[src/hdl/ntc_code_to_temperature_core_assert.svh]
// Assertion macros for the thermistor converter core.
// Included by the top level; no other dependencies.
`ifndef NTC_CODE_TO_TEMPERATURE_CORE_ASSERT_SVH
`define NTC_CODE_TO_TEMPERATURE_CORE_ASSERT_SVH

// same-cycle implication, disabled in reset
`define NTC_ASSERT_IMPLY(label, clk, rst_n, a, b) \
    label: assert property (@(posedge clk) disable iff (!rst_n) (a) |-> (b)) \
        else $error("assertion failed: label");

// next-cycle implication, disabled in reset
`define NTC_ASSERT_NEXT(label, clk, rst_n, a, b) \
    label: assert property (@(posedge clk) disable iff (!rst_n) (a) |=> (b)) \
        else $error("assertion failed: label");

`endif

[src/hdl/ntc_pkg.sv]
// Shared types, constants and temperature tables for the thermistor converter.
// No dependencies.
`default_nettype none

package ntc_pkg;

    localparam logic [15:0] REF_OHMS_RESET   = 16'd33000;
    localparam logic [24:0] FULL_SCALE_RESET = 25'd8388608;

    localparam logic REG_REFERENCE_OHMS  = 1'b0;
    localparam logic REG_FULL_SCALE_CODE = 1'b1;

    localparam logic [1:0] ST_OK     = 2'd0;
    localparam logic [1:0] ST_REJECT = 2'd1;
    localparam logic [1:0] ST_COLD   = 2'd2;
    localparam logic [1:0] ST_HOT    = 2'd3;

    localparam logic [23:0] CODE_MID_BAD  = 24'h7FFFFF;
    localparam logic [23:0] CODE_FULL_BAD = 24'hFFFFFF;

    localparam logic [15:0] COLD_LIMIT   = 16'd8301;
    localparam logic [15:0] COLD_NEG_MIN = 16'd28241;
    localparam logic [15:0] MID_BASE     = 16'd4170;
    localparam logic [15:0] HOT_CLAMP    = 16'd10000;
    localparam logic [15:0] COLD_LAST_T  = 16'd2995;

    typedef enum logic [1:0] {
        SEG_COLD,
        SEG_MID,
        SEG_HOT
    } seg_t;

    typedef struct packed {
        logic        valid;
        logic        rej;
        logic [15:0] ohms;
    } div_res_t;

    localparam logic [15:0] TAB_HOT [0:24] = '{
        16'd5000, 16'd5101, 16'd5206, 16'd5314, 16'd5428, 16'd5546, 16'd5670, 16'd5800,
        16'd5937, 16'd6080, 16'd6232, 16'd6393, 16'd6563, 16'd6744, 16'd6938, 16'd7144,
        16'd7368, 16'd7610, 16'd7871, 16'd8159, 16'd8477, 16'd8828, 16'd9226, 16'd9679,
        16'd10200
    };

    localparam logic [15:0] TAB_COLD [0:24] = '{
        16'd62, 16'd127, 16'd195, 16'd266, 16'd339, 16'd414, 16'd493, 16'd576,
        16'd661, 16'd751, 16'd845, 16'd943, 16'd1047, 16'd1156, 16'd1271, 16'd1393,
        16'd1522, 16'd1660, 16'd1808, 16'd1966, 16'd2137, 16'd2323, 16'd2526, 16'd2748,
        16'd2995
    };

    localparam logic [15:0] TAB_MID [0:153] = '{
        16'd4993, 16'd4973, 16'd4953, 16'd4933, 16'd4914, 16'd4895, 16'd4875, 16'd4856,
        16'd4837, 16'd4819, 16'd4800, 16'd4782, 16'd4763, 16'd4745, 16'd4727, 16'd4709,
        16'd4691, 16'd4673, 16'd4656, 16'd4638, 16'd4621, 16'd4604, 16'd4587, 16'd4570,
        16'd4553, 16'd4536, 16'd4519, 16'd4503, 16'd4486, 16'd4470, 16'd4454, 16'd4438,
        16'd4421, 16'd4406, 16'd4390, 16'd4374, 16'd4358, 16'd4343, 16'd4327, 16'd4312,
        16'd4297, 16'd4282, 16'd4267, 16'd4252, 16'd4237, 16'd4222, 16'd4207, 16'd4193,
        16'd4178, 16'd4164, 16'd4149, 16'd4135, 16'd4121, 16'd4107, 16'd4093, 16'd4079,
        16'd4065, 16'd4051, 16'd4037, 16'd4024, 16'd4010, 16'd3996, 16'd3983, 16'd3970,
        16'd3956, 16'd3943, 16'd3930, 16'd3917, 16'd3904, 16'd3891, 16'd3878, 16'd3865,
        16'd3853, 16'd3840, 16'd3827, 16'd3815, 16'd3802, 16'd3790, 16'd3778, 16'd3765,
        16'd3753, 16'd3741, 16'd3729, 16'd3717, 16'd3705, 16'd3693, 16'd3681, 16'd3669,
        16'd3658, 16'd3646, 16'd3634, 16'd3623, 16'd3611, 16'd3600, 16'd3588, 16'd3577,
        16'd3566, 16'd3555, 16'd3543, 16'd3532, 16'd3521, 16'd3510, 16'd3499, 16'd3488,
        16'd3477, 16'd3467, 16'd3456, 16'd3445, 16'd3434, 16'd3424, 16'd3413, 16'd3403,
        16'd3392, 16'd3382, 16'd3371, 16'd3361, 16'd3351, 16'd3340, 16'd3330, 16'd3320,
        16'd3310, 16'd3300, 16'd3290, 16'd3280, 16'd3270, 16'd3260, 16'd3250, 16'd3240,
        16'd3230, 16'd3220, 16'd3211, 16'd3201, 16'd3191, 16'd3182, 16'd3172, 16'd3163,
        16'd3153, 16'd3144, 16'd3134, 16'd3125, 16'd3116, 16'd3107, 16'd3097, 16'd3088,
        16'd3079, 16'd3070, 16'd3061, 16'd3052, 16'd3043, 16'd3034, 16'd3025, 16'd3016,
        16'd3007, 16'd2998
    };

    function automatic logic [15:0] tab_lookup(input seg_t seg, input logic [7:0] idx);
        logic [15:0] t;
        t = '0;
        case (seg)
            SEG_COLD: t = TAB_COLD[idx[4:0]];
            SEG_MID:  t = TAB_MID[idx];
            SEG_HOT:  t = TAB_HOT[idx[4:0]];
            default:  t = '0;
        endcase
        return t;
    endfunction

    // ohm step of each segment
    function automatic logic [9:0] seg_step(input seg_t seg);
        logic [9:0] s;
        s = 10'd796;
        case (seg)
            SEG_COLD: s = 10'd796;
            SEG_MID:  s = 10'd27;
            SEG_HOT:  s = 10'd132;
            default:  s = 10'd796;
        endcase
        return s;
    endfunction

endpackage

`default_nettype wire

[src/hdl/ntc_div.sv]
// Pipelined restoring divider: ohms = min(num / den, 65535), one bit per stage.
// Depends on ntc_pkg.
`default_nettype none

module ntc_div (
    input  wire logic             clk,
    input  wire logic             rst_n,
    input  wire logic             en,
    input  wire logic             in_valid,
    input  wire logic             in_rej,
    input  wire logic [39:0]      num,
    input  wire logic [24:0]      den,
    output ntc_pkg::div_res_t     res
);

    logic [16:0] v_reg;
    logic        rej_reg [0:16];
    logic        sat_reg [0:16];
    logic [39:0] rem_reg [0:16];
    logic [15:0] q_reg   [0:16];

    // saturation check; a zero divisor always saturates here
    always_ff @(posedge clk)
    begin
        if (en)
        begin
            rem_reg[0] <= num;
            sat_reg[0] <= ({1'b0, num} >= {den, 16'b0});
            q_reg[0]   <= '0;
            rej_reg[0] <= in_rej;
        end
    end

    for (genvar i = 1; i <= 16; i++)
    begin : g_bit
        localparam int B = 16 - i;
        logic [40:0] dsh;
        logic        ge;
        logic [39:0] rem_next;
        logic [15:0] q_next;

        always_comb
        begin
            dsh      = {16'b0, den} << B;
            ge       = ({1'b0, rem_reg[i-1]} >= dsh);
            rem_next = ge ? (rem_reg[i-1] - dsh[39:0]) : rem_reg[i-1];
            q_next   = q_reg[i-1];
            q_next[B] = ge;
        end

        always_ff @(posedge clk)
        begin
            if (en)
            begin
                rem_reg[i] <= rem_next;
                q_reg[i]   <= q_next;
                sat_reg[i] <= sat_reg[i-1];
                rej_reg[i] <= rej_reg[i-1];
            end
        end
    end

    always_ff @(posedge clk or negedge rst_n)
    begin
        if (!rst_n)
        begin
            v_reg <= '0;
        end
        else if (en)
        begin
            v_reg <= {v_reg[15:0], in_valid};
        end
    end

    assign res.valid = v_reg[16];
    assign res.rej   = rej_reg[16];
    assign res.ohms  = sat_reg[16] ? 16'hFFFF : q_reg[16];

endmodule

`default_nettype wire

[config.mk]
export PLATFORM = sky130hd
export DESIGN_NAME = ntc_div
export DESIGN_NICKNAME = d
export VERILOG_FILES = /design/src/hdl/ntc_code_to_temperature_core_assert.svh /design/src/hdl/ntc_pkg.sv /design/src/hdl/ntc_div.sv
export SDC_FILE = /design/constraint.sdc
export NUM_CORES = 2
export LEC_CHECK = 0
export BUFFER_PORTS_ARGS = -buffer_cell sky130_fd_sc_hd__buf_2
export CORE_MARGIN = 2
export CORE_UTILIZATION = 55
export DETAILED_ROUTE_END_ITERATION = 12
export PLACE_DENSITY = 0.75
export SKIP_CTS_REPAIR_TIMING = 1
export SYNTH_ARGS = -nofsm -noshare
export SYNTH_HDL_FRONTEND = slang
export SYNTH_SLANG_ARGS = --single-unit
[constraint.sdc]
create_clock -name clk -period 3.46 [get_ports clk]
set_input_delay 0.692 -clock clk [delete_from_list [all_inputs] [get_ports clk]]
set_output_delay 0.692 -clock clk [all_outputs]
set_load 0.01 [all_outputs]
-- Yosys cells after proc, flatten, opt, wreduce, memory -nomap -nowiden
Memory sizes are Yosys's and may differ from the RTL's.
Cells that the tools add are included.
- register bits: 17
- bits in writable memories: 986
- bits of input ports: 70
- output and inout bits: 18
- logic and storage cells: 57
- memories kept: 4
- $add $sub $neg: 16
- magnitude comparators: 17
- mux-type cells: 19
- memories (memory ; words ; width ; rd ports ; clocked after Yosys merged registers in ; wr ports ; RTL line ; RTL):
    rem_reg ; 17 ; 40 ; 16 ; 0 ; 17 ; ntc_div.sv:19 ; logic [39:0] rem_reg [0:16];
    q_reg ; 17 ; 16 ; 17 ; 0 ; 17 ; ntc_div.sv:20 ; logic [15:0] q_reg [0:16];
    rej_reg ; 17 ; 1 ; 17 ; 0 ; 17 ; ntc_div.sv:17 ; logic rej_reg [0:16];
    sat_reg ; 17 ; 1 ; 17 ; 0 ; 17 ; ntc_div.sv:18 ; logic sat_reg [0:16];
- operators by type and width (cell ; count):
    40-bit 2-to-1 mux ; 16
    40-bit by 41-bit greater-or-equal comparator with 1-bit output ; 1
    40-bit by 25-bit greater-or-equal comparator with 1-bit output ; 1
    40-bit by 26-bit greater-or-equal comparator with 1-bit output ; 1
    40-bit by 27-bit greater-or-equal comparator with 1-bit output ; 1
    40-bit by 28-bit greater-or-equal comparator with 1-bit output ; 1
    40-bit by 29-bit greater-or-equal comparator with 1-bit output ; 1
    40-bit by 30-bit greater-or-equal comparator with 1-bit output ; 1
    40-bit by 31-bit greater-or-equal comparator with 1-bit output ; 1
    40-bit by 32-bit greater-or-equal comparator with 1-bit output ; 1
    40-bit by 33-bit greater-or-equal comparator with 1-bit output ; 1
    40-bit by 34-bit greater-or-equal comparator with 1-bit output ; 1
    40-bit by 35-bit greater-or-equal comparator with 1-bit output ; 1
    40-bit by 36-bit greater-or-equal comparator with 1-bit output ; 1
    40-bit by 37-bit greater-or-equal comparator with 1-bit output ; 1
    40-bit by 38-bit greater-or-equal comparator with 1-bit output ; 1
    40-bit by 39-bit greater-or-equal comparator with 1-bit output ; 1
    40-bit greater-or-equal comparator ; 1
    40-bit by 25-bit subtractor with 40-bit output ; 1
    40-bit by 26-bit subtractor with 40-bit output ; 1
    40-bit by 27-bit subtractor with 40-bit output ; 1
    40-bit by 28-bit subtractor with 40-bit output ; 1
    40-bit by 29-bit subtractor with 40-bit output ; 1
    40-bit by 30-bit subtractor with 40-bit output ; 1
    12 further kinds ; 13

-- Longest topological paths before layout
An unclocked memory read counts as a cell.
- word-level depth: 3
- gate-level depth with buffers: 15
- mapped depth without buffers: 14

-- Worst setup path after synthesis
Ideal clock, no wire load.
- path type: in2reg
- start: input port den[1]
- end: memory rem_reg[9][29] (netlist: rem_reg[0][389]) (data pin)
- library setup time: 0.262 ns
- arrival: 3.668 ns
- required time: 3.198 ns
- path slack: -0.471 ns
- stages: 11
- buffers on the path: 1
- cell sequence: inv_1 > ha_1 > nor2b_1 > o21a_1 > a311o_1 > a211oi_2 > o211ai_1 > a31oi_4 > o211ai_4 > buf_2 > mux2_1
- RTL lines (item ; RTL line ; RTL):
    start, declared ; ntc_div.sv:12 ; input wire logic [24:0] den,
    end, declared ; ntc_div.sv:19 ;

==> results.toml <==
[worst_setup_path]
worstSetupPathType = "flip-flop to flip-flop"
start_kind = "flip-flop"
crit_fanout = 3
cp.arrival_ps = 3850
end_kind = "flip-flop"
required_ps = 3880

[floorplanning]
start_util_pct = 55.5
io_pins = 88
dieHeight_um = 311
die_width_um = 311
fp-row-count = 112
die_area_um2 = 96600
core_area_um2 = 93300

[power_and_ir_drop]
ir_drop_mv = 0.635
power_leakage_nw = 26.9
power.density_nw_per_um2 = 840

[route]
wirelength_mm = 144
vias = 42700
drt-initial-drc-count = 3173
drc_errors = 0
avgViaCountPerCell = 5.87
drtAntennaViolNets = 0
wl_per_cell_um = 19.8
first_pass_iters = 7

[clocking]
cts_root_buffer = "clkbuf_16"
cts_tree = "done"
cts_buffers = 89
clock_latency_ps = 690
path_clk_slew_ps = 60
cts_buffer_depth = 3
cts_max_level = 3
cts_sinks = 827

[sta]
slew_headroom_pct = 46.9
post-route-period-util_pct = 99.1
finalMaxSlewViolations = 0
rsz0062_at_grt = "true"
setup_viol = 0
clock_skew_ps = 31.0
hold_violations = 0
worst_pin_slew_ps = 786
fmaxAchievable_mhz = 292
period_needed_ps = 3430

[yosys]
synth-seq-cells = 827
yosys.cell_types.count = 102
synthFlopType = "edfxtp_1"
synth_edf_count = 810
syn-cell-area_um2 = 51800
syn_inst = 4852
yosysSeqAreaShare_pct = 47.8
syn_nets = 5361
ys_async_sr_fraction_pct = 2.06
syn_avg_cell_area_um2 = 10.7
yosys_warnings = 0

[finish]
design_area_um2 = 65400
finalNonFillerCells = 7276
fill_cells = 6969
syn_to_final_growth_pct = 26.3
largest_register_ffs = 640
drive_above_1_share_pct = 25.2
nets = 6456

[global_route]
antenna_found_initial = 1
grt_pass1_wl_mm = 225
globalRoute.totalOverflow = 0
grt_usage_pct = 29.3
grt_pass1_vias = 41800
grt_max_degree = 132

[place]
placedInstanceArea_um2 = 62000
numPortBuffers = 87
dpl.cell_count = 7098
hpwlAfterDp_mm = 111
place_congestion = 0.955

[run_status]
status = "complete, no violations"

[run]
drv_cap = 0

[hold_path]
min_path_type = "input port to flip-flop"
==> metrics by stage <==
| step | setup TNS (ps) | total power, mW | util, % | setup WS (ps) | hold slack (ps) |
|---|---|---|---|---|---|
| after floorplan | -11880 | 33.1 | - | -247 | 396 |
| after global placement | -187330 | 43.6 | 66.4 | -659 | 400 |
| after detailed placement | -204740 | 44.2 | 66.4 | -707 | 405 |
| after CTS | -186 | 54.6 | 69.8 | -93.7 | -121 |
| after global routing | -121 | 58.4 | 70.1 | -28.3 | 181 |
| final | 0 | 54.9 | 70.1 | 29.7 | 197 |
==> critical path, stage by stage (launching register included) <==
cell,delay [ps]
edfxtp_1,410
inv_1,70
ha_1,150
inv_1,60
fa_2,400
a21oi_1,220
o21ai_1,140
a211oi_2,270
o41ai_1,170
a211oi_1,410
buf_4,190
o21ai_0,100
a21boi_1,180
buf_4,140
o211ai_1,90
xnor2_1,140
==> layer usage <==
metal	up-vias	track usage [%]	share of wire, %
li1	20600	-	-
met1	20500	37.5	42
met2	1334	49.8	48
met3	346	3.45	5.7
met4	0	13.5	4.8
met5	-	0	0
==> synthesized netlist by cell type (all sizes together) (28+ instances only) <==
cell / instances / share of area, %
buf: 44 / 0.48
o211ai: 28 / 0.44
nor2: 382 / 2.8
nand3: 88 / 0.87
nor2b: 57 / 0.69
o21ai: 349 / 3.4
xor2: 185 / 3.1
nand2: 388 / 2.8
a31oi: 42 / 0.54
nor4: 57 / 0.73
nand2b: 58 / 0.70
clkbuf: 77 / 0.56
inv: 155 / 1.1
xnor2: 219 / 3.7
mux2: 87 / 1.9
or3: 38 / 0.46
nand4: 84 / 1.0
nor3: 88 / 0.87
o21bai: 37 / 0.54
o21a: 63 / 0.91
ha: 424 / 10
or2: 38 / 0.46
a21o: 178 / 2.6
a21oi: 458 / 4.4
o31ai: 33 / 0.51
edfxtp: 810 / 47
a211oi: 53 / 0.80
==> logic make-up (layout without fill, tap and decap cells) <==
| group | Yosys count | count (layout) | share of synthesized area (%) |
|---|---|---|---|
| compound gates | 1418 | 1418 | 17.2 |
| simple gates | 1395 | 1395 | 13.1 |
| flops | 827 | 827 | 47.8 |
| fa+ha+maj | 439 | 439 | 10.8 |
| xor+xnor | 404 | 404 | 6.83 |
| buf+inv | 276 | 1445 | 2.17 |
| mux | 93 | 93 | 2.03 |
| other cells | 0 | 1 | 0 |
==> area by class of cell <==
cell class	count	area, µm²	area share [%]
inverters	155	631	0.964
repair buffers	1125	8900	13.6
flip-flops and latches	827	24700	37.8
diodes	1	2.50	0.00383
well taps	1254	1570	2.40
clock inverters	58	697	1.07
multi-input cells	3749	26400	40.4
clock buffers	107	2420	3.70
==> cells in the final DEF, fill, tap and decap left out, types with 84 or more instances in the layout <==
master / instances
buf_4: 986
edfxtp_1: 810
a21oi_1: 452
ha_1: 408
nand2_1: 385
nor2_1: 382
o21ai_0: 331
xnor2_1: 219
xor2_1: 185
a21o_1: 178
inv_1: 138
clkbuf_16: 95
nand3_1: 84
nand4_1: 84
nor3_1: 84
buf_2: 84
==> power by group <==
part	internal, mW	switching [mW]
Clock	5.99	4.18
Sequential	15.2	2.23
Combinational	13.8	13.6
Total	34.9	20.0
==> worst paths after layout <==
path                            slack [ps]                      start                         to  cells past startpoint
min in group asynchronous              440                      rst_n      v_reg[10]$_DFFE_PN0P_                      2
worst min register to register         400    q_reg[1][116]$_DFFE_PP_      q_reg[2][4]$_DFFE_PP_                      0
worst max-delay path                    30  rem_reg[0][522]$_DFFE_PP_  rem_reg[0][598]$_DFFE_PP_                     15
max in group asynchronous             2750                      rst_n       v_reg[0]$_DFFE_PN0P_                      2
worst max register to register          30  rem_reg[0][522]$_DFFE_PP_  rem_reg[0][598]$_DFFE_PP_                     15
worst min-delay path                   200                    num[31]   rem_reg[0][31]$_DFFE_PP_                      1
(Power assumes the default switching activity.)
