<file path="src/hdl/ntc_code_to_temperature_core_assert.svh">
// Assertion macros for the thermistor converter core.
// Included by the top level; no other dependencies.
`ifndef NTC_CODE_TO_TEMPERATURE_CORE_ASSERT_SVH
`define NTC_CODE_TO_TEMPERATURE_CORE_ASSERT_SVH

// same-cycle implication, disabled in reset
`define NTC_ASSERT_IMPLY(label, clk, rst_n, a, b) \
    label: assert property (@(posedge clk) disable iff (!rst_n) (a) |-> (b)) \
        else $error("assertion failed: label");

// next-cycle implication, disabled in reset
`define NTC_ASSERT_NEXT(label, clk, rst_n, a, b) \
    label: assert property (@(posedge clk) disable iff (!rst_n) (a) |=> (b)) \
        else $error("assertion failed: label");

`endif

</file>
<file path="src/hdl/ntc_pkg.sv">
// Shared types, constants and temperature tables for the thermistor converter.
// No dependencies.
`default_nettype none

package ntc_pkg;

    localparam logic [15:0] REF_OHMS_RESET   = 16'd33000;
    localparam logic [24:0] FULL_SCALE_RESET = 25'd8388608;

    localparam logic REG_REFERENCE_OHMS  = 1'b0;
    localparam logic REG_FULL_SCALE_CODE = 1'b1;

    localparam logic [1:0] ST_OK     = 2'd0;
    localparam logic [1:0] ST_REJECT = 2'd1;
    localparam logic [1:0] ST_COLD   = 2'd2;
    localparam logic [1:0] ST_HOT    = 2'd3;

    localparam logic [23:0] CODE_MID_BAD  = 24'h7FFFFF;
    localparam logic [23:0] CODE_FULL_BAD = 24'hFFFFFF;

    localparam logic [15:0] COLD_LIMIT   = 16'd8301;
    localparam logic [15:0] COLD_NEG_MIN = 16'd28241;
    localparam logic [15:0] MID_BASE     = 16'd4170;
    localparam logic [15:0] HOT_CLAMP    = 16'd10000;
    localparam logic [15:0] COLD_LAST_T  = 16'd2995;

    typedef enum logic [1:0] {
        SEG_COLD,
        SEG_MID,
        SEG_HOT
    } seg_t;

    typedef struct packed {
        logic        valid;
        logic        rej;
        logic [15:0] ohms;
    } div_res_t;

    localparam logic [15:0] TAB_HOT [0:24] = '{
        16'd5000, 16'd5101, 16'd5206, 16'd5314, 16'd5428, 16'd5546, 16'd5670, 16'd5800,
        16'd5937, 16'd6080, 16'd6232, 16'd6393, 16'd6563, 16'd6744, 16'd6938, 16'd7144,
        16'd7368, 16'd7610, 16'd7871, 16'd8159, 16'd8477, 16'd8828, 16'd9226, 16'd9679,
        16'd10200
    };

    localparam logic [15:0] TAB_COLD [0:24] = '{
        16'd62, 16'd127, 16'd195, 16'd266, 16'd339, 16'd414, 16'd493, 16'd576,
        16'd661, 16'd751, 16'd845, 16'd943, 16'd1047, 16'd1156, 16'd1271, 16'd1393,
        16'd1522, 16'd1660, 16'd1808, 16'd1966, 16'd2137, 16'd2323, 16'd2526, 16'd2748,
        16'd2995
    };

    localparam logic [15:0] TAB_MID [0:153] = '{
        16'd4993, 16'd4973, 16'd4953, 16'd4933, 16'd4914, 16'd4895, 16'd4875, 16'd4856,
        16'd4837, 16'd4819, 16'd4800, 16'd4782, 16'd4763, 16'd4745, 16'd4727, 16'd4709,
        16'd4691, 16'd4673, 16'd4656, 16'd4638, 16'd4621, 16'd4604, 16'd4587, 16'd4570,
        16'd4553, 16'd4536, 16'd4519, 16'd4503, 16'd4486, 16'd4470, 16'd4454, 16'd4438,
        16'd4421, 16'd4406, 16'd4390, 16'd4374, 16'd4358, 16'd4343, 16'd4327, 16'd4312,
        16'd4297, 16'd4282, 16'd4267, 16'd4252, 16'd4237, 16'd4222, 16'd4207, 16'd4193,
        16'd4178, 16'd4164, 16'd4149, 16'd4135, 16'd4121, 16'd4107, 16'd4093, 16'd4079,
        16'd4065, 16'd4051, 16'd4037, 16'd4024, 16'd4010, 16'd3996, 16'd3983, 16'd3970,
        16'd3956, 16'd3943, 16'd3930, 16'd3917, 16'd3904, 16'd3891, 16'd3878, 16'd3865,
        16'd3853, 16'd3840, 16'd3827, 16'd3815, 16'd3802, 16'd3790, 16'd3778, 16'd3765,
        16'd3753, 16'd3741, 16'd3729, 16'd3717, 16'd3705, 16'd3693, 16'd3681, 16'd3669,
        16'd3658, 16'd3646, 16'd3634, 16'd3623, 16'd3611, 16'd3600, 16'd3588, 16'd3577,
        16'd3566, 16'd3555, 16'd3543, 16'd3532, 16'd3521, 16'd3510, 16'd3499, 16'd3488,
        16'd3477, 16'd3467, 16'd3456, 16'd3445, 16'd3434, 16'd3424, 16'd3413, 16'd3403,
        16'd3392, 16'd3382, 16'd3371, 16'd3361, 16'd3351, 16'd3340, 16'd3330, 16'd3320,
        16'd3310, 16'd3300, 16'd3290, 16'd3280, 16'd3270, 16'd3260, 16'd3250, 16'd3240,
        16'd3230, 16'd3220, 16'd3211, 16'd3201, 16'd3191, 16'd3182, 16'd3172, 16'd3163,
        16'd3153, 16'd3144, 16'd3134, 16'd3125, 16'd3116, 16'd3107, 16'd3097, 16'd3088,
        16'd3079, 16'd3070, 16'd3061, 16'd3052, 16'd3043, 16'd3034, 16'd3025, 16'd3016,
        16'd3007, 16'd2998
    };

    function automatic logic [15:0] tab_lookup(input seg_t seg, input logic [7:0] idx);
        logic [15:0] t;
        t = '0;
        case (seg)
            SEG_COLD: t = TAB_COLD[idx[4:0]];
            SEG_MID:  t = TAB_MID[idx];
            SEG_HOT:  t = TAB_HOT[idx[4:0]];
            default:  t = '0;
        endcase
        return t;
    endfunction

    // ohm step of each segment
    function automatic logic [9:0] seg_step(input seg_t seg);
        logic [9:0] s;
        s = 10'd796;
        case (seg)
            SEG_COLD: s = 10'd796;
            SEG_MID:  s = 10'd27;
            SEG_HOT:  s = 10'd132;
            default:  s = 10'd796;
        endcase
        return s;
    endfunction

endpackage

`default_nettype wire

</file>
<file path="src/hdl/ntc_interp.sv">
// Segment select, table index, interpolation and status, ten pipeline stages.
// Depends on ntc_pkg.
`default_nettype none

module ntc_interp (
    input  wire logic              clk,
    input  wire logic              rst_n,
    input  wire logic              en,
    input  wire ntc_pkg::div_res_t din,
    output logic                   out_valid,
    output logic [15:0]            temperature_x100,
    output logic [1:0]             status
);

    typedef struct packed {
        ntc_pkg::seg_t seg;
        logic          rej;
        logic          neg;
        logic          past;
    } ctx_t;

    logic [9:0] v_reg;

    // stage A: segment and distance into it
    ctx_t               ctx_a_next;
    logic [15:0]        d_a_next;
    logic signed [16:0] ds_a_next;

    always_comb
    begin
        ctx_a_next      = '0;
        ctx_a_next.rej  = din.rej;
        ds_a_next       = '0;
        d_a_next        = '0;
        if (din.ohms > ntc_pkg::COLD_LIMIT)
        begin
            ctx_a_next.seg = ntc_pkg::SEG_COLD;
            ctx_a_next.neg = (din.ohms >= ntc_pkg::COLD_NEG_MIN);
            ds_a_next      = 17'sd27445 - $signed({1'b0, din.ohms});
            d_a_next       = ds_a_next[16] ? 16'd0 : ds_a_next[15:0];
        end
        else if (din.ohms >= ntc_pkg::MID_BASE)
        begin
            ctx_a_next.seg = ntc_pkg::SEG_MID;
            d_a_next       = din.ohms - ntc_pkg::MID_BASE;
            ds_a_next      = $signed({1'b0, d_a_next});
        end
        else
        begin
            ctx_a_next.seg = ntc_pkg::SEG_HOT;
            d_a_next       = ntc_pkg::MID_BASE - din.ohms;
            ds_a_next      = $signed({1'b0, d_a_next});
        end
    end

    ctx_t               ctx_a_reg;
    logic [15:0]        d_a_reg;
    logic signed [16:0] ds_a_reg;

    always_ff @(posedge clk)
    begin
        if (en)
        begin
            ctx_a_reg <= ctx_a_next;
            d_a_reg   <= d_a_next;
            ds_a_reg  <= ds_a_next;
        end
    end

    // stage B: reciprocal estimate of d / step (low by at most one)
    logic [15:0] m20_b;
    logic [31:0] prod_b;

    always_comb
    begin
        m20_b = 16'd1317;
        case (ctx_a_reg.seg)
            ntc_pkg::SEG_COLD: m20_b = 16'd1317;
            ntc_pkg::SEG_MID:  m20_b = 16'd38836;
            ntc_pkg::SEG_HOT:  m20_b = 16'd7943;
            default:           m20_b = 16'd1317;
        endcase
        prod_b = 32'(d_a_reg) * 32'(m20_b);
    end

    ctx_t               ctx_b_reg;
    logic [15:0]        d_b_reg;
    logic signed [16:0] ds_b_reg;
    logic [11:0]        q0_b_reg;

    always_ff @(posedge clk)
    begin
        if (en)
        begin
            ctx_b_reg <= ctx_a_reg;
            d_b_reg   <= d_a_reg;
            ds_b_reg  <= ds_a_reg;
            q0_b_reg  <= prod_b[31:20];
        end
    end

    // stage C: remainder of the estimate
    logic [9:0]  step_c;
    logic [21:0] qs_c;
    logic [15:0] rem_c;

    always_comb
    begin
        step_c = ntc_pkg::seg_step(ctx_b_reg.seg);
        qs_c   = 22'(q0_b_reg) * 22'(step_c);
        rem_c  = d_b_reg - qs_c[15:0];
    end

    ctx_t               ctx_c_reg;
    logic [15:0]        d_c_reg;
    logic signed [16:0] ds_c_reg;
    logic [11:0]        q0_c_reg;
    logic [10:0]        rem0_c_reg;

    always_ff @(posedge clk)
    begin
        if (en)
        begin
            ctx_c_reg  <= ctx_b_reg;
            d_c_reg    <= d_b_reg;
            ds_c_reg   <= ds_b_reg;
            q0_c_reg   <= q0_b_reg;
            rem0_c_reg <= rem_c[10:0];
        end
    end

    // stage D: correct index, clamp, distance from the lower table point
    logic [9:0]         step_d;
    logic               ge_d;
    logic [11:0]        idx_d;
    logic [10:0]        rem_d;
    ctx_t               ctx_d_next;
    logic [7:0]         idx_d_next;
    logic signed [16:0] dr_d_next;

    always_comb
    begin
        step_d     = ntc_pkg::seg_step(ctx_c_reg.seg);
        ge_d       = (rem0_c_reg >= {1'b0, step_d});
        idx_d      = q0_c_reg + {11'b0, ge_d};
        rem_d      = ge_d ? (rem0_c_reg - {1'b0, step_d}) : rem0_c_reg;
        ctx_d_next = ctx_c_reg;
        idx_d_next = idx_d[7:0];
        dr_d_next  = $signed({6'b0, rem_d});
        case (ctx_c_reg.seg)
            ntc_pkg::SEG_COLD:
            begin
                ctx_d_next.past = (idx_d >= 12'd24);
                if (idx_d >= 12'd24)
                begin
                    idx_d_next = 8'd23;
                end
                if (ds_c_reg[16])
                begin
                    dr_d_next = ds_c_reg;
                end
            end
            ntc_pkg::SEG_MID:
            begin
                if (idx_d >= 12'd153)
                begin
                    idx_d_next = 8'd152;
                    dr_d_next  = 17'sd4104 - $signed({1'b0, d_c_reg});
                end
                else
                begin
                    dr_d_next = -$signed({6'b0, rem_d});
                end
            end
            ntc_pkg::SEG_HOT:
            begin
                if (idx_d >= 12'd24)
                begin
                    idx_d_next = 8'd23;
                    dr_d_next  = $signed({1'b0, d_c_reg}) - 17'sd3036;
                end
            end
            default:
            begin
                idx_d_next = '0;
            end
        endcase
    end

    ctx_t               ctx_d_reg;
    logic [7:0]         idx_d_reg;
    logic signed [16:0] dr_d_reg;

    always_ff @(posedge clk)
    begin
        if (en)
        begin
            ctx_d_reg <= ctx_d_next;
            idx_d_reg <= idx_d_next;
            dr_d_reg  <= dr_d_next;
        end
    end

    // stage E: table reads
    logic [15:0]        t0_e;
    logic [15:0]        t1_e;
    logic signed [16:0] dt_e;

    always_comb
    begin
        t0_e = ntc_pkg::tab_lookup(ctx_d_reg.seg, idx_d_reg);
        t1_e = ntc_pkg::tab_lookup(ctx_d_reg.seg, idx_d_reg + 8'd1);
        dt_e = $signed({1'b0, t1_e}) - $signed({1'b0, t0_e});
    end

    ctx_t               ctx_e_reg;
    logic [15:0]        t0_e_reg;
    logic signed [16:0] dt_e_reg;
    logic signed [16:0] dr_e_reg;

    always_ff @(posedge clk)
    begin
        if (en)
        begin
            ctx_e_reg <= ctx_d_reg;
            t0_e_reg  <= t0_e;
            dt_e_reg  <= dt_e;
            dr_e_reg  <= dr_d_reg;
        end
    end

    // stage F: dr * dt
    logic signed [33:0] p_f;

    assign p_f = 34'(dr_e_reg) * 34'(dt_e_reg);

    ctx_t               ctx_f_reg;
    logic [15:0]        t0_f_reg;
    logic signed [21:0] p_f_reg;

    always_ff @(posedge clk)
    begin
        if (en)
        begin
            ctx_f_reg <= ctx_e_reg;
            t0_f_reg  <= t0_e_reg;
            p_f_reg   <= p_f[21:0];
        end
    end

    // stage G: magnitude and quotient sign (mid step runs negative)
    logic [21:0] pn_g;

    assign pn_g = -p_f_reg;

    ctx_t        ctx_g_reg;
    logic [15:0] t0_g_reg;
    logic [20:0] mag_g_reg;
    logic        qneg_g_reg;

    always_ff @(posedge clk)
    begin
        if (en)
        begin
            ctx_g_reg  <= ctx_f_reg;
            t0_g_reg   <= t0_f_reg;
            mag_g_reg  <= p_f_reg[21] ? pn_g[20:0] : p_f_reg[20:0];
            qneg_g_reg <= p_f_reg[21] ^ (ctx_f_reg.seg == ntc_pkg::SEG_MID);
        end
    end

    // stage H: reciprocal estimate of |p| / step
    logic [19:0] m24_h;
    logic [40:0] prod_h;

    always_comb
    begin
        m24_h = 20'd21076;
        case (ctx_g_reg.seg)
            ntc_pkg::SEG_COLD: m24_h = 20'd21076;
            ntc_pkg::SEG_MID:  m24_h = 20'd621378;
            ntc_pkg::SEG_HOT:  m24_h = 20'd127100;
            default:           m24_h = 20'd21076;
        endcase
        prod_h = 41'(mag_g_reg) * 41'(m24_h);
    end

    ctx_t        ctx_h_reg;
    logic [15:0] t0_h_reg;
    logic [20:0] mag_h_reg;
    logic        qneg_h_reg;
    logic [16:0] q0_h_reg;

    always_ff @(posedge clk)
    begin
        if (en)
        begin
            ctx_h_reg  <= ctx_g_reg;
            t0_h_reg   <= t0_g_reg;
            mag_h_reg  <= mag_g_reg;
            qneg_h_reg <= qneg_g_reg;
            q0_h_reg   <= prod_h[40:24];
        end
    end

    // stage I: remainder of the estimate
    logic [9:0]  step_i;
    logic [26:0] qs_i;
    logic [20:0] rem_i;

    always_comb
    begin
        step_i = ntc_pkg::seg_step(ctx_h_reg.seg);
        qs_i   = 27'(q0_h_reg) * 27'(step_i);
        rem_i  = mag_h_reg - qs_i[20:0];
    end

    ctx_t        ctx_i_reg;
    logic [15:0] t0_i_reg;
    logic        qneg_i_reg;
    logic [16:0] q0_i_reg;
    logic [10:0] rem0_i_reg;

    always_ff @(posedge clk)
    begin
        if (en)
        begin
            ctx_i_reg  <= ctx_h_reg;
            t0_i_reg   <= t0_h_reg;
            qneg_i_reg <= qneg_h_reg;
            q0_i_reg   <= q0_h_reg;
            rem0_i_reg <= rem_i[10:0];
        end
    end

    // stage J: final quotient, wrapped sum, status
    logic [9:0]  step_j;
    logic [16:0] q_j;
    logic [15:0] qv_j;
    logic [15:0] sum_j;
    logic [15:0] temp_next;
    logic [1:0]  status_next;

    always_comb
    begin
        step_j = ntc_pkg::seg_step(ctx_i_reg.seg);
        q_j    = q0_i_reg + {16'b0, (rem0_i_reg >= {1'b0, step_j})};
        qv_j   = qneg_i_reg ? (16'd0 - q_j[15:0]) : q_j[15:0];
        sum_j  = t0_i_reg + qv_j;
        if (ctx_i_reg.rej)
        begin
            temp_next   = '0;
            status_next = ntc_pkg::ST_REJECT;
        end
        else if (ctx_i_reg.seg == ntc_pkg::SEG_COLD && ctx_i_reg.neg)
        begin
            temp_next   = '0;
            status_next = ntc_pkg::ST_COLD;
        end
        else if (ctx_i_reg.seg == ntc_pkg::SEG_COLD && ctx_i_reg.past)
        begin
            temp_next   = ntc_pkg::COLD_LAST_T;
            status_next = ntc_pkg::ST_OK;
        end
        else
        begin
            temp_next   = sum_j;
            status_next = (sum_j >= ntc_pkg::HOT_CLAMP) ? ntc_pkg::ST_HOT : ntc_pkg::ST_OK;
        end
    end

    always_ff @(posedge clk)
    begin
        if (en)
        begin
            temperature_x100 <= temp_next;
            status           <= status_next;
        end
    end

    always_ff @(posedge clk or negedge rst_n)
    begin
        if (!rst_n)
        begin
            v_reg <= '0;
        end
        else if (en)
        begin
            v_reg <= {v_reg[8:0], din.valid};
        end
    end

    assign out_valid = v_reg[9];

endmodule

`default_nettype wire

</file>
<file path="config.mk">
export PLATFORM = sky130hd
export DESIGN_NAME = ntc_interp
export DESIGN_NICKNAME = d
export VERILOG_FILES = /design/src/hdl/ntc_code_to_temperature_core_assert.svh /design/src/hdl/ntc_pkg.sv /design/src/hdl/ntc_interp.sv
export SDC_FILE = /design/constraint.sdc
export NUM_CORES = 2
export LEC_CHECK = 0
export BUFFER_PORTS_ARGS = -buffer_cell sky130_fd_sc_hd__clkbuf_2
export CAP_MARGIN = 5
export CORE_MARGIN = 2
export CORE_UTILIZATION = 55
export DETAILED_ROUTE_END_ITERATION = 8
export MAX_ROUTING_LAYER = met4
export PLACE_DENSITY = 0.73
export SYNTH_ARGS = -nofsm -noshare
export SYNTH_HDL_FRONTEND = slang
export SYNTH_SLANG_ARGS = --single-unit
</file>
<file path="constraint.sdc">
create_clock -name clk -period 17.6 [get_ports clk]
set_input_delay 0.88 -clock clk [delete_from_list [all_inputs] [get_ports clk]]
set_output_delay 0.88 -clock clk [all_outputs]
set_load 0.01 [all_outputs]
</file>
# After elaboration in Yosys (flattened, before gate mapping)
# Memory sizes are Yosys's and may differ from the RTL's.
# Cells that the tools add are included.
totals:
  rom_bits: 10240
  memories: 6
  register_bits: 444
  inputBits: 21
memory_table:
  columns: ["memory", "depth", "width", "read_ports", "rd_clocked_by_memory_dff", "write_ports", "line", "source"]
  rows:
  - ["(name not given)", 256, 16, 1, 0, 0, "ntc_pkg.sv:81", "SEG_MID: t = TAB_MID[idx];"]
  - ["(name not given)", 256, 16, 1, 0, 0, "ntc_pkg.sv:81", null]
  - ["(name not given)", 32, 16, 1, 0, 0, "ntc_pkg.sv:82", "SEG_HOT: t = TAB_HOT[idx[4:0]];"]
  - ["(name not given)", 32, 16, 1, 0, 0, "ntc_pkg.sv:80", "SEG_COLD: t = TAB_COLD[idx[4:0]];"]
  - ["(name not given)", 32, 16, 1, 0, 0, "ntc_pkg.sv:82", null]
  - ["(name not given)", 32, 16, 1, 0, 0, "ntc_pkg.sv:80", null]
classes:
  n_addsub: 16
  n_reduce_logical: 8
  multipliers: 5
  n_lt_le_gt_ge: 12
  n_bitwise: 5
  eq_ne: 15
  muxes: 40
op_table:
  columns: ["cell", "count"]
  rows:
  - ["$mux W16", 17]
  - ["$pmux W16 S3", 2]
  - ["$pmux W10 S2", 4]
  - ["$mux W17", 4]
  - ["$pmux W17 S3", 1]
  - ["$mul A21 B20 Y41", 1]
  - ["$pmux W20 S2", 1]
  - ["$mul A16 B16 Y32", 1]
  - ["$pmux W16 S2", 1]
  - ["$ge A11 B10 Y1", 2]
  - ["$mul A17 B17 Y22", 1]
  - ["$sub A11 B11 Y11", 2]
  - ["$mux W21", 1]
  - ["$neg A21 Y21", 1]
  - ["$ge A9 B9 Y1 const B", 2]
  - ["$not A8 Y9", 2]
  - ["$mul A17 B10 Y11", 1]
  - ["$neg A11 Y17", 1]
  - ["$sub A13 B16 Y17 const A", 1]
  - ["$sub A15 B16 Y17 const A", 1]
  - ["$sub A16 B12 Y17 const B", 1]
  - ["$sub A16 B16 Y17", 1]
  - ["$add A16 B1 Y16", 1]
  - ["$add A16 B16 Y16", 1]
  - ["27 further kinds", 50]

# Longest topological paths before layout
logic_depth:
  depth_word: 11
  depth_mapped: 32
  ltp_nobuf: 32

# Worst setup path after synthesis
# OpenSTA, ideal clock, no wires.
synth_path:
  kind: "register to register"
  startpoint: "reg ctx_g_reg[3] in the netlist's numbering"
  endpoint: "reg q0_h_reg[15] (data pin)"
  path_buffers: 1
  t_arrival_ns: 6.626
  path_stages_with_launch: 27
  setup_time_ns: 0.260
  path_slack_ns: 10.714
  cell_sequence: "edfxtp_1 -> inv_1 -> ha_1 -> clkbuf_1 -> nor2b_1 -> fa_1 -> inv_1 -> fa_1 -> inv_1 -> fa_1 -> inv_1 -> fa_1 -> fa_1 -> inv_1 -> fa_1 -> ha_1 -> ha_1 -> a2111oi_0 -> o21ai_0 -> o21a_1 -> a221o_1 -> a21oi_1 -> a21oi_1 -> a31oi_1 -> o21ai_0 -> a31oi_1 -> xnor2_1"
synth_between:
  elab_chain_len: 3
  elab_cells_between_ends: 4
  cone_classes: "mul (1); eq/ne (2); mux (1)"
synth_lines:
  columns: ["item", "line", "source"]
  rows:
  - ["from (decl)", "ntc_interp.sv:256", "ctx_t ctx_g_reg;"]
  - ["from (signal assigned)", "ntc_interp.sv:265", "ctx_g_reg <= ctx_f_reg;"]
  - ["$eq A2 B2 Y1 / $eq A2 B1 Y1 (equally long branches)", "ntc_interp.sv:279", "case (ctx_g_reg.seg)"]
  - ["$pmux W20 S2 (*)", "ntc_interp.sv:279", null]
  - ["$mul A21 B20 Y41 (*)", "ntc_interp.sv:285", "prod_h = 41'(mag_g_reg) * 41'(m24_h);"]
  - ["named net prod_h[39]", "ntc_interp.sv:274", "logic [40:0] prod_h;"]
  - ["to (signal assigned)", "ntc_interp.sv:302", "q0_h_reg <= prod_h[40:24];"]
  - ["to (decl)", "ntc_interp.sv:292", "logic [16:0] q0_h_reg;"]
# Mark *: on every way through the listed nets, which the timed path passes. The rest lies on a longest branch.
# A chain may end at the register's enable or synchronous reset.

# Worst setup path in the final report
layout_path:
  startpoint: "reg ctx_g_reg[4] in the netlist's numbering"
  endpoint: "reg q0_h_reg[13] (data pin)"
# The elaborated chain is that of the path after synthesis.

==> flow_results.xml <==
<?xml version="1.0" encoding="UTF-8"?>
<metrics>
  <group name="worst_setup_path">
    <metric name="arrival" unit="ps">8450</metric>
    <metric name="worstSetupEndpointType" unit="">flip-flop</metric>
    <metric name="cp.required" unit="ps">17940</metric>
    <metric name="critical_path_class" unit="">reg -&gt; reg</metric>
    <metric name="critical_path.top_delay_family" unit="">adder cells</metric>
    <metric name="worstSetupStartpointType" unit="">flip-flop</metric>
    <metric name="cp_max_fo" unit="">22</metric>
    <metric name="crit_path_frequent_cell" unit="">sky130_fd_sc_hd__fa_1</metric>
    <metric name="critPathMaxStageDelay" unit="ps">740</metric>
    <metric name="crit_path_top_delay_cell" unit="">sky130_fd_sc_hd__ha_1</metric>
    <metric name="critical_path.n_buffers_inverters" unit="">5</metric>
  </group>
  <group name="detailed_routing">
    <metric name="detail-route-antenna-nets" unit="">0</metric>
    <metric name="totalWireLength" unit="µm">129000</metric>
    <metric name="drt_iter0_markers" unit="">3248</metric>
    <metric name="remaining_drc_errors" unit="">0</metric>
    <metric name="num_vias" unit="">37100</metric>
    <metric name="detailed_route_wire_length_per_cell" unit="µm">20.0</metric>
    <metric name="post_drt_via_cell_ratio" unit="">5.77</metric>
    <metric name="drt-pass1-iter-count" unit="">7</metric>
  </group>
  <group name="sta">
    <metric name="timing.final.max_slew_violations" unit="">0</metric>
    <metric name="setup-violations-final" unit="">0</metric>
    <metric name="final_min_period_over_clock_period" unit="">0.460</metric>
    <metric name="final.min_clock_period" unit="ps">8100</metric>
    <metric name="fmaxAchievable" unit="MHz">123</metric>
    <metric name="setup_tns" unit="ps">0</metric>
    <metric name="finClkSkew" unit="ps">24.6</metric>
    <metric name="max_slew_margin" unit="">0.221</metric>
    <metric name="tightest_slew" unit="ps">1160</metric>
    <metric name="hold_viol_final" unit="">0</metric>
    <metric name="rsz_0062_raised_after_global_routing" unit="">false</metric>
  </group>
  <group name="die">
    <metric name="top_level_ports" unit="">40</metric>
    <metric name="effective_utilization_at_floorplan" unit="">0.553</metric>
    <metric name="die_height" unit="µm">310</metric>
    <metric name="design.die.area" unit="mm²">0.0960</metric>
    <metric name="die_w" unit="µm">310</metric>
    <metric name="core_area" unit="mm²">0.0930</metric>
    <metric name="placement_rows" unit="">112</metric>
  </group>
  <group name="synth">
    <metric name="flop_and_latch_count_out_of_synthesis" unit="">433</metric>
    <metric name="syn_inst" unit="">5213</metric>
    <metric name="mappedNetlistArea" unit="mm²">0.0514</metric>
    <metric name="syn_nets" unit="">6437</metric>
    <metric name="synth_seq_area_share" unit="">0.252</metric>
    <metric name="syn-mean-instance-area" unit="µm²">9.86</metric>
    <metric name="postSynth.topFlopCell" unit="">sky130_fd_sc_hd__edfxtp_1</metric>
    <metric name="synthesis.yosys.warnings" unit="">0</metric>
    <metric name="ys_async_sr_fraction" unit="">0.0231</metric>
    <metric name="synth_enable_flop_cells" unit="">423</metric>
    <metric name="netlist-cell-type-count" unit="">100</metric>
  </group>
  <group name="flow_run">
    <metric name="maxCapViolCount" unit="">0</metric>
  </group>
  <group name="clocking">
    <metric name="root_buffer" unit="">sky130_fd_sc_hd__clkbuf_16</metric>
    <metric name="worstSkewPairLatency" unit="ps">610</metric>
    <metric name="clkSinkCount" unit="">433</metric>
    <metric name="cts_htree_levels" unit="">2</metric>
    <metric name="tritoncts" unit="">built</metric>
    <metric name="path_clk_slew" unit="ps">60</metric>
    <metric name="cts.path.max_buffers" unit="">3</metric>
    <metric name="hold_buffers" unit="">0</metric>
    <metric name="post_cts_resized" unit="">0</metric>
    <metric name="postCtsSetupRepairBufs" unit="">0</metric>
    <metric name="cts_made_buffers" unit="">48</metric>
  </group>
  <group name="finish">
    <metric name="final_cell_mix" unit="">973 x sky130_fd_sc_hd__inv_1, 610 x sky130_fd_sc_hd__fa_1, 592 x sky130_fd_sc_hd__ha_1</metric>
    <metric name="final_common_cell" unit="">sky130_fd_sc_hd__inv_1</metric>
    <metric name="fin_area" unit="mm²">0.0543</metric>
    <metric name="fin_nets" unit="">6367</metric>
    <metric name="drive_above_1_share" unit="">0.0409</metric>
    <metric name="largest_register_ffs" unit="">22</metric>
    <metric name="fin_cells" unit="">6436</metric>
    <metric name="fill_cells" unit="">7874</metric>
    <metric name="area.growth.synth_to_final" unit="%">5.60</metric>
  </group>
  <group name="grt">
    <metric name="grt_usage" unit="">0.285</metric>
    <metric name="first_global_vias" unit="">38200</metric>
    <metric name="initial_antenna_violation_count" unit="">0</metric>
    <metric name="grt_max_degree" unit="">177</metric>
    <metric name="globalRoute.totalOverflow" unit="">0</metric>
    <metric name="grt_pass1_wl" unit="µm">208000</metric>
  </group>
  <group name="status">
    <metric name="run_status" unit="">completed</metric>
  </group>
  <group name="place">
    <metric name="hpwlAfterDp" unit="µm">99600</metric>
    <metric name="place.gp.congestion" unit="">0.977</metric>
    <metric name="io_buffer_count" unit="">39</metric>
    <metric name="placedCellCount" unit="">6347</metric>
    <metric name="dpl_cell_area" unit="mm²">0.0528</metric>
  </group>
  <group name="hold_path">
    <metric name="hp-class" unit="">in -&gt; async</metric>
  </group>
</metrics>
-- cell usage after synthesis, types with 19 or more instances --
library cell               instances  share of area
sky130_fd_sc_hd__xor2_1           63          0.011
sky130_fd_sc_hd__xnor2_1         177          0.030
sky130_fd_sc_hd__nand2_1         410          0.030
sky130_fd_sc_hd__inv_1           973          0.071
sky130_fd_sc_hd__a211oi_1         47         0.0069
sky130_fd_sc_hd__a21oi_1         210          0.020
sky130_fd_sc_hd__a311oi_1         20         0.0034
sky130_fd_sc_hd__nor3_1           78         0.0076
sky130_fd_sc_hd__nand4_1          19         0.0023
sky130_fd_sc_hd__o211ai_1         27         0.0039
sky130_fd_sc_hd__nand2b_1         91          0.011
sky130_fd_sc_hd__o31ai_1          25         0.0036
sky130_fd_sc_hd__nor2_1          243          0.018
sky130_fd_sc_hd__o22ai_1          25         0.0030
sky130_fd_sc_hd__and2_1          163          0.020
sky130_fd_sc_hd__and3_1           19         0.0023
sky130_fd_sc_hd__ha_1            593           0.14
sky130_fd_sc_hd__edfxtp_1        423           0.25
sky130_fd_sc_hd__o21a_1           26         0.0038
sky130_fd_sc_hd__nor2b_1         133          0.016
sky130_fd_sc_hd__o21ai_0         200          0.019
sky130_fd_sc_hd__clkbuf_1        157          0.011
sky130_fd_sc_hd__or3_1            23         0.0028
sky130_fd_sc_hd__nand3_1          50         0.0049
sky130_fd_sc_hd__o221ai_1         20         0.0034
sky130_fd_sc_hd__buf_1            24         0.0018
sky130_fd_sc_hd__o311ai_0         19         0.0032
sky130_fd_sc_hd__a21o_1           31         0.0045
sky130_fd_sc_hd__fa_1            610           0.24
sky130_fd_sc_hd__a31oi_1          41         0.0050
-- worst register-to-register path, stage by stage, from the launching register on --
cell and delay [ps]:
sky130_fd_sc_hd__edfxtp_1 420, sky130_fd_sc_hd__inv_1 100, sky130_fd_sc_hd__ha_1 740, sky130_fd_sc_hd__and2_1 460, sky130_fd_sc_hd__fa_1 510, sky130_fd_sc_hd__fa_1 510
sky130_fd_sc_hd__inv_1 50, sky130_fd_sc_hd__fa_1 530, sky130_fd_sc_hd__inv_1 50, sky130_fd_sc_hd__fa_1 480, sky130_fd_sc_hd__inv_1 50, sky130_fd_sc_hd__fa_1 470
sky130_fd_sc_hd__inv_1 50, sky130_fd_sc_hd__fa_1 370, sky130_fd_sc_hd__ha_1 320, sky130_fd_sc_hd__ha_1 290, sky130_fd_sc_hd__a2111oi_0 320, sky130_fd_sc_hd__o21ai_0 160
sky130_fd_sc_hd__o21a_1 180, sky130_fd_sc_hd__a221o_1 320, sky130_fd_sc_hd__a21oi_1 330, sky130_fd_sc_hd__a21oi_1 240, sky130_fd_sc_hd__a31oi_1 380, sky130_fd_sc_hd__o21ai_0 220
sky130_fd_sc_hd__a21oi_1 210, sky130_fd_sc_hd__xnor2_1 90
-- stage by stage --
| stage | hold slack [ps] | util | setup WS, ps |
|---|---|---|---|
| after floorplan | 400 | - | 10710 |
| after global placement | 400 | 0.567 | 9750 |
| after detailed placement | 405 | 0.567 | 9580 |
| after CTS | 111 | 0.584 | 9530 |
| after global routing | 134 | 0.584 | 8970 |
| final | 138 | 0.584 | 9500 |
-- per-layer routing --
metal  global-route usage  part of all wire
met5                    -                 0
met4               0.0963             0.035
met3               0.0357             0.063
met2                0.466              0.48
met1                0.368              0.42
-- worst paths after layout --
check	slack (ps)	cells past startpoint	endpoint	from
worst max-delay path	9500	25	q0_h_reg[13]$_DFFE_PP_	ctx_g_reg[4]$_DFFE_PP_
worst min register to register	410	0	ds_c_reg[12]$_DFFE_PP_	ds_b_reg[12]$_DFFE_PP_
max in group asynchronous	17260	1	v_reg[6]$_DFFE_PN0P_	rst_n
min in group clk	410	0	ds_c_reg[12]$_DFFE_PP_	ds_b_reg[12]$_DFFE_PP_
worst min-delay path	140	1	v_reg[9]$_DFFE_PN0P_	rst_n
worst max register to register	9500	25	q0_h_reg[13]$_DFFE_PP_	ctx_g_reg[4]$_DFFE_PP_
-- kinds of logic after synthesis --
family	synth area share
AOI/OAI and AO/OA	0.107
xor gates and xnor gates	0.0412
adders and majority gates	0.382
buffers and inverters	0.0866
DFF	0.252
muxes	0.00793
and+or+nand+nor	0.123
-- layout make-up --
class	instances	area, µm²	area share
Antenna cell	2	5.00	0.0000922
Clock buffer	57	1230	0.0227
Clock inverter	30	297	0.00546
Inverter	978	3670	0.0676
Multi-Input combinational cell	3603	34100	0.627
Sequential cell	433	13000	0.239
Tap cell	1254	1570	0.0289
Timing Repair Buffer	79	518	0.00954
Power is left out: the tool's default activity adds up to more than one toggle a clock period on the data nets, which glitch-free logic cannot reach.
